File: config.mk
export PLATFORM = sky130hd
export DESIGN_NAME = awb_lane
export DESIGN_NICKNAME = d
export VERILOG_FILES = /design/src/hdl/awb_pkg.sv /design/src/hdl/awb_lane.sv
export SDC_FILE = /design/constraint.sdc
export NUM_CORES = 2
export LEC_CHECK = 0
export ABC_AREA = 1
export ABC_CLOCK_PERIOD_IN_PS = 6100
export BUFFER_PORTS_ARGS = -buffer_cell sky130_fd_sc_hd__buf_2
export CAP_MARGIN = 20
export CORE_UTILIZATION = 50
export CTS_BUF_LIST = sky130_fd_sc_hd__clkbuf_8
export DETAILED_ROUTE_END_ITERATION = 16
export PLACE_DENSITY = 0.65
export REMOVE_ABC_BUFFERS = 1
export SETUP_SLACK_MARGIN = 0.1
export SLEW_MARGIN = 20
export SYNTH_ARGS = -nofsm -noshare
export SYNTH_HDL_FRONTEND = slang
export SYNTH_SLANG_ARGS = --single-unit
File: constraint.sdc
create_clock -name clk -period 6.1 [get_ports clk]
set_input_delay 0.305 -clock clk [delete_from_list [all_inputs] [get_ports clk]]
set_output_delay 0.305 -clock clk [all_outputs]
set_load 0.01 [all_outputs]
File: src/hdl/awb_pkg.sv
// Shared types and constants for the affine warp block.
package awb_pkg;

  localparam int CFG_IDX_W  = 3;
  localparam int CFG_DATA_W = 32;
  localparam int COORD_W    = 12;
  localparam int FRAC_W     = 16;
  localparam int WEIGHT_W   = 33;

  localparam logic [CFG_IDX_W-1:0] REG_M0     = 3'd0;
  localparam logic [CFG_IDX_W-1:0] REG_M1     = 3'd1;
  localparam logic [CFG_IDX_W-1:0] REG_M2     = 3'd2;
  localparam logic [CFG_IDX_W-1:0] REG_M3     = 3'd3;
  localparam logic [CFG_IDX_W-1:0] REG_M4     = 3'd4;
  localparam logic [CFG_IDX_W-1:0] REG_M5     = 3'd5;
  localparam logic [CFG_IDX_W-1:0] REG_WIDTH  = 3'd6;
  localparam logic [CFG_IDX_W-1:0] REG_HEIGHT = 3'd7;

  localparam logic ACT_WRITE   = 1'b0;
  localparam logic ACT_REQUEST = 1'b1;

  typedef struct packed {
    logic       action;
    logic [9:0] col;
    logic [9:0] row;
    logic [7:0] in_c0;
    logic [7:0] in_c1;
    logic [7:0] in_c2;
    logic [7:0] in_c3;
  } in_t;

  typedef struct packed {
    logic [7:0] out_c0;
    logic [7:0] out_c1;
    logic [7:0] out_c2;
    logic [7:0] out_c3;
    logic       outside_frame;
  } out_t;

  typedef struct packed {
    logic signed [31:0] m0;
    logic signed [31:0] m1;
    logic signed [31:0] m2;
    logic signed [31:0] m3;
    logic signed [31:0] m4;
    logic signed [31:0] m5;
  } matrix_t;

  typedef struct packed {
    logic [COORD_W-1:0] xa;
    logic [COORD_W-1:0] xb;
    logic [COORD_W-1:0] ya;
    logic [COORD_W-1:0] yb;
    logic [FRAC_W-1:0]  fx;
    logic [FRAC_W-1:0]  fy;
  } coord_t;

endpackage

File: src/hdl/awb_lane.sv
// One channel lane: weighted products, sum, round half up, saturate.
module awb_lane (
  input  logic                                 clk,
  input  logic                                 en_f,
  input  logic                                 en_g,
  input  logic [3:0][7:0]                      pix,
  input  logic [3:0][awb_pkg::WEIGHT_W-1:0]    wt,
  output logic [7:0]                           value
);

  logic [40:0] prod [4];
  logic [42:0] sum;
  logic [10:0] upper;

  always_ff @(posedge clk) begin
    if (en_f) begin
      for (int i = 0; i < 4; i++) begin
        prod[i] <= wt[i] * pix[i];
      end
    end
  end

  always_comb begin
    sum   = 43'(prod[0]) + 43'(prod[1]) + 43'(prod[2]) + 43'(prod[3]) + 43'h0_8000_0000;
    upper = sum[42:32];
  end

  always_ff @(posedge clk) begin
    if (en_g) begin
      value <= (upper > 11'd255) ? 8'hFF : upper[7:0];
    end
  end

endmodule

-- Word level (Yosys, flattened, before mapping)
Memories as Yosys holds them, arrays and structs flattened.
Index checks and enable logic that the tools add are counted.
- add/sub/neg operators: 4
- multipliers: 4
- magnitude comparators: 1
- multiplexer cells: 2
- operator list (cell ; count):
    33-bit by 8-bit multiplier with 41-bit output ; 4
    42-bit by 41-bit adder with 43-bit output ; 1
    43-bit by 32-bit adder with 43-bit output (second input constant) ; 1
    43-bit by 41-bit adder with 43-bit output ; 1
    41-bit by 41-bit adder with 42-bit output ; 1
    11-bit by 8-bit greater-than comparator with 1-bit output (second input constant) ; 1
    1-bit two-way mux ; 2
- bits in registers: 8
- RAM bits: 164
- output and inout port bits: 8
- logic and storage cells: 13
- memories: 1
- memories (name ; depth ; bits a word ; rd ports ; clocked after memory_dff ; wr ports ; line ; RTL):
    prod ; 4 ; 41 ; 4 ; 0 ; 4 ; awb_lane.sv:11 ; logic [40:0] prod [4];

-- Logic depth before layout (Yosys ltp)
- depth in word-level cells: 5
- gate-level depth with buffers: 25

-- Worst setup path before layout
No wires, ideal clock.
- kind: input to register
- from: in pix[10] (netlist name)
- to: mem prod[1][30], data pin
- library setup time: 0.252 ns
- arrival time: 4.191 ns
- data required time: 5.848 ns
- path slack: 1.657 ns
- stages: 19
- buffers on the path: 2
- path through: clkbuf_1 clkbuf_1 nand2_1 fa_1 fa_1 inv_1 fa_1 inv_1 fa_1 inv_1 ha_1 a21oi_1 a21boi_2 o21ai_2 and2_1 o21ai_1 nand2_1 nand2_1 nand2_1
- RTL lines (what ; line ; RTL):
    from (decl) ; awb_lane.sv:6 ; input logic [3:0][7:0] pix,
    to (decl) ; awb_lane.sv:11 ;

==> impl_metrics.py <==
metrics = {
    "synthesis": {
        "ys.flop_type": "edfxtp_1",
        "synth_edf_count": 172,
        "ys_types": 42,
        "netlist_area_sq_um": 46400,
        "synth_compound_area_share_pct": 5.51,
        "synth-simple-area-share_pct": 19.3,
        "synth_xor_area_share_pct": 2.30,
        "synth_top_family_by_area": "adder cells",
        "yosys-top-cells-count": "1,858 x inv_1, 1,657 x nand2_1, 825 x fa_1, 323 x ha_1, 284 x nor2_1",
        "yosys_warnings": 0,
        "synth-adder-area-share_pct": 44.3,
        "postSynthCellCount": 6255,
        "yosysMostFrequentCell": "inv_1",
        "synthMuxAreaShare_pct": 0,
        "yosys.area.top_type_share_pct": 35.6,
        "yosysSeqAreaShare_pct": 11.1,
        "yosys-top-cells-area": "fa_1 36%, inv_1 15%, nand2_1 13%, edfxtp_1 11%, ha_1 8.7%",
        "syn_avg_cell_area_sq_um": 7.42,
        "synth_seq_cells": 172,
        "synthArstFlopShare_pct": 0,
        "synth_top_area_cell": "fa_1",
    },
    "worst_hold_path": {
        "min_to": "value[6]",
        "holdPathStages": 1,
        "hp-start": "en_g",
        "hp-class": "primary input to flip-flop",
    },
    "detailed_routing": {
        "dr.pass1.iters": 6,
        "drt-vias-per-instance": 4.96,
        "wl_mm": 119,
        "vias": 37000,
        "ant_nets": 0,
        "drtIter0Drc": 2509,
        "wl_per_cell_microns": 16.0,
        "post-route-drc-count": 0,
    },
    "critical_path": {
        "slowest_stage": "fa_1",
        "path_max_fanout": 19,
        "startpoint_type": "primary input",
        "r2r_end": "value[5]",
        "cpMostUsedCell": "nand2_1",
        "worst-path-stages": 21,
        "critPathKind": "primary input to flip-flop",
        "max_stage_delay_ns": 0.56,
        "cp_cell_sequence": "buf_2, buf_4, nand2_1, fa_1, fa_1, inv_1, fa_1, inv_1, fa_1, inv_1, ha_1, a21oi_1, o21ai_0, a21oi_1, nand2_2, nand2_1, nand2_2, nand3_1, nand2_1, nand2_1, nand2_1",
        "endpoint_kind": "flip-flop",
        "critical_path_arrival_ns": 5.03,
        "crit_family": "adder cells",
        "reg2regPathDepth": 16,
        "worstPathRequired_ns": 6.40,
        "r2r_setup_slack_ns": 2.09,
        "timing.rr.start": "prod[3][30]",
        "cp_num_buf_inv": 5,
    },
    "sta": {
        "worst_slew_pin_slew_ns": 0.876,
        "finClkSkew_ns": 0.0124,
        "min_period_over_period_pct": 77.7,
        "drv_slew": 0,
        "finalHoldViolations": 0,
        "setup_tns_ns": 0,
        "finalCriticalPeriod_ns": 4.74,
        "fmax_mhz": 211,
        "setup_viol": 0,
        "rsz0062_at_grt": "no",
        "max_slew_margin_pct": 41.6,
    },
    "grt": {
        "grt_pass1_wl_mm": 198,
        "grt_pass1_vias": 38100,
        "antenna_found_initial": 1,
        "grt_usage_pct": 26.4,
        "grt_max_degree": 70,
        "grt_overflow": 0,
    },
    "die": {
        "core_sq_um": 91800,
        "io_pins": 175,
        "die_height_microns": 307,
        "die_area_sq_um": 94100,
        "num_rows": 111,
        "start_util_pct": 50.6,
        "die_w_microns": 307,
    },
    "final_layout": {
        "n_fill_cell": 9147,
        "multi_input_area_sq_um": 33100,
        "regArea_sq_um": 5160,
        "fin_cells": 7456,
        "drive_gt1_share_pct": 5.22,
        "syn2layout_area_growth_pct": 3.84,
        "nets": 7515,
    },
    "placed_design": {
        "hpwl_mm": 101,
        "io_buffers": 174,
        "dp_cells": 7424,
        "place_congestion": 0.962,
    },
    "clocking": {
        "cts-resized-gates": 0,
        "hold_buffers": 0,
        "htreeDepth": 4,
        "cts_buffers": 17,
        "post-cts-setup-buffers": 0,
        "path_clk_slew_ns": 0.10,
        "clock_sinks": 172,
        "cts_tree": "yes",
        "clk_latency_ns": 0.54,
        "cts_buffer_depth": 2,
        "cts-root-buf": "clkbuf_8",
    },
    "run": {
        "maxCapViolations": 0,
    },
    "outcome": {
        "status": "finished clean",
    },
}
==> cell usage in the layout, fill, tap and decap left out, types with 3 or more instances in the layout <==
master,count
inv_1,1859
nand2_1,1657
fa_1,825
ha_1,323
nor2_1,284
a21oi_1,215
buf_2,173
edfxtp_1,172
nand3_1,134
o21ai_0,128
xor2_1,95
nand4_1,32
o21bai_1,29
nor2_2,28
xnor2_1,27
a31oi_1,24
nand2_2,23
a21o_1,21
nor3_1,19
clkbuf_8,17
o21ai_1,16
nor3_2,16
buf_4,15
inv_2,13
o21ai_2,10
nand3b_1,8
nand3_2,4
nor4_1,4
inv_6,4
a21oi_2,3
a21boi_2,3
a21boi_0,3
nor2_4,3
and2_1,3
inv_8,3
==> logic make-up (layout without fill, tap and decap cells) <==
family	after synthesis	in the layout
and+or+nand+nor	2220	2220
buffers and inverters	2134	2091
adders and majority gates	1148	1148
AOI/OAI and AO/OA	459	459
DFF	172	172
xor gates and xnor gates	122	122
other	0	1
==> per-layer routing <==
metal / vias up / global-route usage [%] / wire, microns
met3: 112 / 1.81 / 5530
met2: 905 / 45.8 / 58800
met5: - / 0 / 0
met4: 0 / 4.88 / 1690
li1: 17900 / - / -
met1: 18100 / 36.7 / 53400
==> how the worst max path moves through the flow <==
stage             from          end  slack (ns)
6_report       pix[26]  prod[3][34]        1.36
5_1_grt        pix[26]  prod[3][35]        1.18
4_1_cts        pix[31]  prod[3][35]        1.51
3_5_place_dp   pix[31]  prod[3][35]        0.93
3_3_place_gp    pix[2]  prod[0][33]        0.91
2_1_floorplan   wt[38]  prod[1][30]        2.17
==> state kept, by name, summed over array words and instances (netlist names) <==
signal / flops
prod: 164
value: 8
==> worst register-to-register path, delay by kind of cell (launching register included) <==
kind	cells	cell delay, ns
DFF	1	0.36
buffers and inverters	3	0.22
adders and majority gates	4	1.71
AOI/OAI and AO/OA	2	0.43
and+or+nand+nor	7	0.97
==> layout make-up <==
class	count	share of cell area [%]
multi-input cells	3949	68.7
inverters	1871	14.6
flip-flops and latches	172	10.7
well taps	1243	3.23
repair buffers	189	2.05
clock buffers	17	0.485
clock inverters	14	0.231
diodes	1	0.00519
==> metrics by stage <==
| step | hold slack, ns | utilization (%) | area (sq um) | setup slack, ns |
|---|---|---|---|---|
| after floorplan | 0.417 | - | 45300 | 2.17 |
| after global placement | 0.646 | 52.1 | 47900 | 0.913 |
| after detailed placement | 0.653 | 52.1 | 47900 | 0.932 |
| after CTS | 0.0727 | 52.5 | 48200 | 1.51 |
| after global routing | 0.0941 | 52.5 | 48200 | 1.18 |
| final | 0.111 | 52.5 | 48200 | 1.36 |
Power is left out: the tool's default activity adds up to more than one toggle a clock period on the data nets, which glitch-free logic cannot reach.
