## src/hdl/awb_pkg.sv

```systemverilog
// Shared types and constants for the affine warp block.
package awb_pkg;

  localparam int CFG_IDX_W  = 3;
  localparam int CFG_DATA_W = 32;
  localparam int COORD_W    = 12;
  localparam int FRAC_W     = 16;
  localparam int WEIGHT_W   = 33;

  localparam logic [CFG_IDX_W-1:0] REG_M0     = 3'd0;
  localparam logic [CFG_IDX_W-1:0] REG_M1     = 3'd1;
  localparam logic [CFG_IDX_W-1:0] REG_M2     = 3'd2;
  localparam logic [CFG_IDX_W-1:0] REG_M3     = 3'd3;
  localparam logic [CFG_IDX_W-1:0] REG_M4     = 3'd4;
  localparam logic [CFG_IDX_W-1:0] REG_M5     = 3'd5;
  localparam logic [CFG_IDX_W-1:0] REG_WIDTH  = 3'd6;
  localparam logic [CFG_IDX_W-1:0] REG_HEIGHT = 3'd7;

  localparam logic ACT_WRITE   = 1'b0;
  localparam logic ACT_REQUEST = 1'b1;

  typedef struct packed {
    logic       action;
    logic [9:0] col;
    logic [9:0] row;
    logic [7:0] in_c0;
    logic [7:0] in_c1;
    logic [7:0] in_c2;
    logic [7:0] in_c3;
  } in_t;

  typedef struct packed {
    logic [7:0] out_c0;
    logic [7:0] out_c1;
    logic [7:0] out_c2;
    logic [7:0] out_c3;
    logic       outside_frame;
  } out_t;

  typedef struct packed {
    logic signed [31:0] m0;
    logic signed [31:0] m1;
    logic signed [31:0] m2;
    logic signed [31:0] m3;
    logic signed [31:0] m4;
    logic signed [31:0] m5;
  } matrix_t;

  typedef struct packed {
    logic [COORD_W-1:0] xa;
    logic [COORD_W-1:0] xb;
    logic [COORD_W-1:0] ya;
    logic [COORD_W-1:0] yb;
    logic [FRAC_W-1:0]  fx;
    logic [FRAC_W-1:0]  fy;
  } coord_t;

endpackage

```

## src/hdl/awb_xform.sv

```systemverilog
// Coordinate pipeline: inverse affine map, floor/fraction split, border clamp.
module awb_xform #(
  parameter int MAX_WIDTH  = 1024,
  parameter int MAX_HEIGHT = 1024
) (
  input  logic                 clk,
  input  logic                 en_b,
  input  logic                 en_c,
  input  logic                 en_d,
  input  logic [9:0]           col,
  input  logic [9:0]           row,
  input  awb_pkg::matrix_t     mat,
  input  logic [10:0]          frame_width,
  input  logic [10:0]          frame_height,
  output awb_pkg::coord_t      coord
);

  localparam logic [12:0] MW = 13'(MAX_WIDTH);
  localparam logic [12:0] MH = 13'(MAX_HEIGHT);

  logic signed [42:0] px0, px1, py0, py1;
  logic signed [43:0] sx, sy;
  logic signed [28:0] x0, x1, y0, y1;
  logic [12:0]        wlim, hlim, whi, hhi;

  function automatic logic [awb_pkg::COORD_W-1:0] clampc(input logic signed [28:0] v,
                                                        input logic [12:0] hi);
    if (v < 0) begin
      return '0;
    end else if (v > $signed({16'b0, hi})) begin
      return hi[awb_pkg::COORD_W-1:0];
    end else begin
      return v[awb_pkg::COORD_W-1:0];
    end
  endfunction

  always_ff @(posedge clk) begin
    if (en_b) begin
      px0 <= mat.m0 * $signed({1'b0, col});
      px1 <= mat.m1 * $signed({1'b0, row});
      py0 <= mat.m3 * $signed({1'b0, col});
      py1 <= mat.m4 * $signed({1'b0, row});
    end
  end

  always_ff @(posedge clk) begin
    if (en_c) begin
      sx <= 44'(px0) + 44'(px1) + 44'(mat.m2);
      sy <= 44'(py0) + 44'(py1) + 44'(mat.m5);
    end
  end

  always_comb begin
    x0   = 29'($signed(sx[43:16]));
    y0   = 29'($signed(sy[43:16]));
    x1   = x0 + 29'sd1;
    y1   = y0 + 29'sd1;
    wlim = ({2'b0, frame_width} > MW) ? MW : {2'b0, frame_width};
    hlim = ({2'b0, frame_height} > MH) ? MH : {2'b0, frame_height};
    whi  = wlim - 13'd1;
    hhi  = hlim - 13'd1;
  end

  always_ff @(posedge clk) begin
    if (en_d) begin
      coord.xa <= clampc(x0, whi);
      coord.xb <= clampc(x1, whi);
      coord.ya <= clampc(y0, hhi);
      coord.yb <= clampc(y1, hhi);
      coord.fx <= sx[15:0];
      coord.fy <= sy[15:0];
    end
  end

endmodule

```

## config.mk

```make
export PLATFORM = sky130hd
export DESIGN_NAME = awb_xform
export DESIGN_NICKNAME = d
export VERILOG_FILES = /design/src/hdl/awb_pkg.sv /design/src/hdl/awb_xform.sv
export SDC_FILE = /design/constraint.sdc
export NUM_CORES = 2
export LEC_CHECK = 0
export BUFFER_PORTS_ARGS = -buffer_cell sky130_fd_sc_hd__buf_4
export CORE_ASPECT_RATIO = 1.5
export CORE_MARGIN = 5
export CORE_UTILIZATION = 50
export DETAILED_ROUTE_END_ITERATION = 16
export GPL_ROUTABILITY_DRIVEN = 1
export PLACE_DENSITY = 0.79
export SLEW_MARGIN = 20
export SYNTH_ARGS = -nofsm -noshare
export SYNTH_HDL_FRONTEND = slang
export SYNTH_SLANG_ARGS = --single-unit
```

## constraint.sdc

```tcl
create_clock -name clk -period 14.8 [get_ports clk]
set_clock_uncertainty 0.15 [all_clocks]
set_input_delay 1.48 -clock clk [delete_from_list [all_inputs] [get_ports clk]]
set_output_delay 1.48 -clock clk [all_outputs]
set_load 0.005 [all_outputs]
```

Word-level counts from Yosys, hierarchy flattened --
Cells that the tools add are included.
Word-level totals: word-level logic and storage cells 40, register bits 340
Cells by class: multipliers 4, add/sub/neg operators 8, mux-type cells 6, $lt $le $gt $ge 10
Operator list (count):
- $mul A32 B11 Y43 | 4
- $add A43 B43 Y44 | 2
- $add A44 B32 Y44 | 2
- $add A28 B2 Y29 const B | 2
- $gt A29 B14 Y1 | 2
- $lt A29 B1 Y1 const B | 2
- $gt A28 B14 Y1 | 2
- $lt A28 B1 Y1 const B | 2
- $mux W12 | 4
- $sub A11 B1 Y12 const B | 2
- $gt A11 B11 Y1 const B | 2
- $mux W11 | 2

Longest topological paths before layout --
word-level depth 5, mapped depth 24, gate-level depth less buffers 22

Worst setup path before layout --
No wires, ideal clock.
kind in2reg, start point input row[2], end point register px1[41], data pin, arrival time 7.102 ns, path buffers 2, slack 7.291 ns, setup time 0.258 ns, cell stages on the path 21, path through clkbuf_1 -> clkbuf_1 -> nand2_1 -> fa_1 -> fa_1 -> fa_1 -> inv_1 -> fa_1 -> inv_1 -> fa_1 -> inv_1 -> ha_1 -> or3_1 -> o311a_1 -> a221o_1 -> a2111oi_0 -> nor4_1 -> nor3_1 -> o31ai_1 -> a21oi_1 -> xnor2_1
On the way: word-level cells in the longest chain between the ends 1
RTL lines:
- start, declared | line awb_xform.sv:11 | input logic [9:0] row,
- $mul A32 B11 Y43 | line awb_xform.sv:40 | px1 <= mat.m1 * $signed({1'b0, row});
- end signal, assigned | line awb_xform.sv:40
- end, declared | line awb_xform.sv:21 | logic signed [42:0] px0, px1, py0, py1;
No other way between the ends. A chain may end at the register's enable or synchronous reset.

Final worst setup path --
start point input row[4], end point register px1[41], data pin
The elaborated chain is that of the path after synthesis.

==> flow_metrics.tcl <==
set metrics [dict create \
    status "complete, no violations" \
    holdBufCountCts 0 \
    cpMostUsedCell "fa_1" \
    setup_ws_ns 6.49 \
    rsz0062_at_grt "no" \
    grt_pass1_wl_mm 270 \
    ys.flop_type "edfxtp_1" \
    fillers 11100 \
    drt_pre_antenna_iters 7 \
    timing_worst_slew_pin_value_ns 1.22 \
    final_antenna_net_count 0 \
    vias 47100 \
    path_max_fanout 33 \
    grt_max_degree 67 \
    ys_seq_area_share_pct 16.0 \
    track_usage_pct 25.2 \
    synth-edff-count 340 \
    drtIter0Drc 2751 \
    route.detailed.drc 0 \
    fmax_mhz 120 \
    clkSlewWorstSetupHoldPaths_ns 0.06 \
    fp-row-count 160 \
    h-tree-depth 2 \
    clock_sinks 340 \
    finalCritPeriodShare_pct 56.2 \
    wl_per_cell_um 19.6 \
    grt_overflow 0 \
    die_h_um 448 \
    syn_inst 6749 \
    async_flop_share_pct 0 \
    timing.hold.ws_ns 0.268 \
    slew_headroom_pct 16.7 \
    ys_ff_latch 340 \
    antenna_found_initial 14 \
    cp_top_family "adder cells" \
    fin_crit_ns 8.31 \
    start_util_pct 50.4 \
    cpMaxStageDelayCell "a2111oi_0" \
    path_buf_inv 5 \
    drv_cap 0 \
    setup_tns_ns 0 \
    clk_latency_ns 0.57 \
    finalHoldViolCount 0 \
    numCtsBuffers 42 \
    cts-resized-gates 0 \
    io_buffers 317 \
    pre_cts_ws_ns 5.96 \
    crit_chain "buf_4 > buf_4 > nand2_1 > fa_1 > fa_1 > inv_1 > fa_1 > fa_1 > inv_1 > fa_1 > inv_1 > ha_1 > or3_1 > o311a_1 > a221o_1 > a2111oi_0 > nor4_1 > nor3_1 > o31ai_1 > a21oi_1 > xnor2_1" \
    worstSetupStartpointType "input pin" \
    rrSetupSlack_ns 9.91 \
    worstPathRequired_ns 14.97 \
    die_width_um 302 \
    cts_buffer_depth 3 \
    final-seq-area_um2 10200 \
    setup_violations 0 \
    crit_type "in -> reg" \
    cts_setup_buffers 0 \
    final_nets 8747 \
    cp-end-kind "flop" \
    coreArea_um2 127000 \
    max_stage_delay_ns 1.05 \
    wl_mm 168 \
    via_per_inst 5.51 \
    multi_input_area_um2 47600 \
    gp_congestion 0.945 \
    dp_hpwl_mm 137 \
    syn_avg_cell_area_um2 9.48 \
    slew_viol_final 0 \
    netlist-cell-type-count 77 \
    ios 318 \
    syn-num-nets 8681 \
    cts_tree "built" \
    grt_pass1_vias 52800 \
    drive_above_1_share_pct 6.18 \
    syn_area_um2 64000 \
    dieArea_um2 135000 \
    cts-root-buf "clkbuf_16" \
    layout-area-overhead-vs-synth_pct 7.59 \
    hold_class "reg -> reg" \
    worstPathArrival_ns 8.48 \
    yosysWarnings 0 \
]
==> sequential cells by signal (all words and copies together) (netlist names) <==
name / cells
py0: 43
px0: 43
sx: 44
coord: 80
sy: 44
px1: 43
py1: 43
==> layer usage <==
metal | up-vias | wire length, µm | GRT usage [%]
li1 | 21100 | - | -
met3 | 585 | 8760 | 3.40
met4 | 6 | 12200 | 15.3
met5 | - | 37 | 0
met1 | 23800 | 57200 | 26.8
met2 | 1594 | 89900 | 47.2
==> logic make-up (layout without fill, tap and decap cells) <==
| family | after synthesis | after routing | share of synthesized area [%] |
|---|---|---|---|
| fa+ha+maj | 1694 | 1694 | 47.0 |
| flops | 340 | 340 | 16.0 |
| simple gates | 1962 | 1962 | 15.0 |
| xor+xnor | 277 | 277 | 3.79 |
| other cells | 0 | 11 | 0 |
| mux | 38 | 38 | 0.606 |
| buf+inv | 1649 | 1749 | 9.69 |
| compound gates | 789 | 789 | 7.97 |
==> through the flow <==
stage	area (µm²)	utilization (%)	instances
floorplan	64000	-	6749
global placement	67400	53.1	8471
detailed placement	67400	53.1	8471
CTS	68800	54.2	8549
global route	68800	54.2	8555
finish	68800	54.2	8561
==> final timing paths <==
| path | startpoint | endpoint | depth (start not counted) |
|---|---|---|---|
| max | row[4] | px1[41]$_DFFE_PP_ | 21 |
| min reg2reg | sx[11]$_DFFE_PP_ | coord[27]$_DFFE_PP_ | 0 |
| min | sx[11]$_DFFE_PP_ | coord[27]$_DFFE_PP_ | 0 |
| max reg2reg | sx[18]$_DFFE_PP_ | coord[67]$_SDFFCE_PN0P_ | 16 |
==> area by class of cell <==
type | instances | area share, %
sequential | 340 | 14.8
tap | 1701 | 3.09
timing repair buffer | 324 | 3.55
inverter | 1347 | 7.35
clock inverter | 27 | 0.405
clock buffer | 51 | 1.61
antenna | 11 | 0.0400
multi-input combinational | 4760 | 69.1
==> cells in the mapped netlist (all sizes together) (21+ instances only) <==
master,count,share of area [%]
a211oi,35,0.42
a21o,157,1.8
a21oi,246,1.9
a31oi,21,0.21
and2,575,5.6
and3,30,0.29
buf,29,0.18
clkbuf,273,1.6
edfxtp,340,16
fa,1180,37
ha,514,10
inv,1347,7.9
mux2i,35,0.55
nand2,875,5.1
nand2b,28,0.27
nand3,72,0.57
nand4,44,0.44
nor2,186,1.1
nor2b,36,0.35
nor3,47,0.38
o21a,34,0.40
o21ai,125,0.98
o21bai,39,0.46
xnor2,198,2.7
xor2,79,1.1
==> placed cells by master, fill, tap and decap left out, types with 7 or more instances in the layout <==
cell and count:
mux2i_1 35, nor3b_1 9, o21bai_1 39, a21oi_1 246, and2_1 575, buf_4 322, a31o_2 8, nor2_1 185
o22ai_1 7, and3_1 30, o211ai_1 12, xnor2_1 198, edfxtp_1 340, o21ai_0 123, a21o_1 157, o21a_1 34
nand4_1 43, fa_1 1180, or2_2 11, ha_1 514, nand3_1 71, clkinv_1 8, xor2_1 79, clkbuf_1 8
nand2b_1 28, diode_2 11, a211oi_1 34, nand2_1 874, inv_1 1347, nor2b_1 36, a31oi_1 21, clkbuf_16 43
o31ai_1 19, a221oi_1 10, o31a_1 7, nor4_1 15, or3_1 12, nor3_1 46
Power is not shown: default switching activity piles up to over one toggle a cycle in this logic, so the estimate is an artifact.
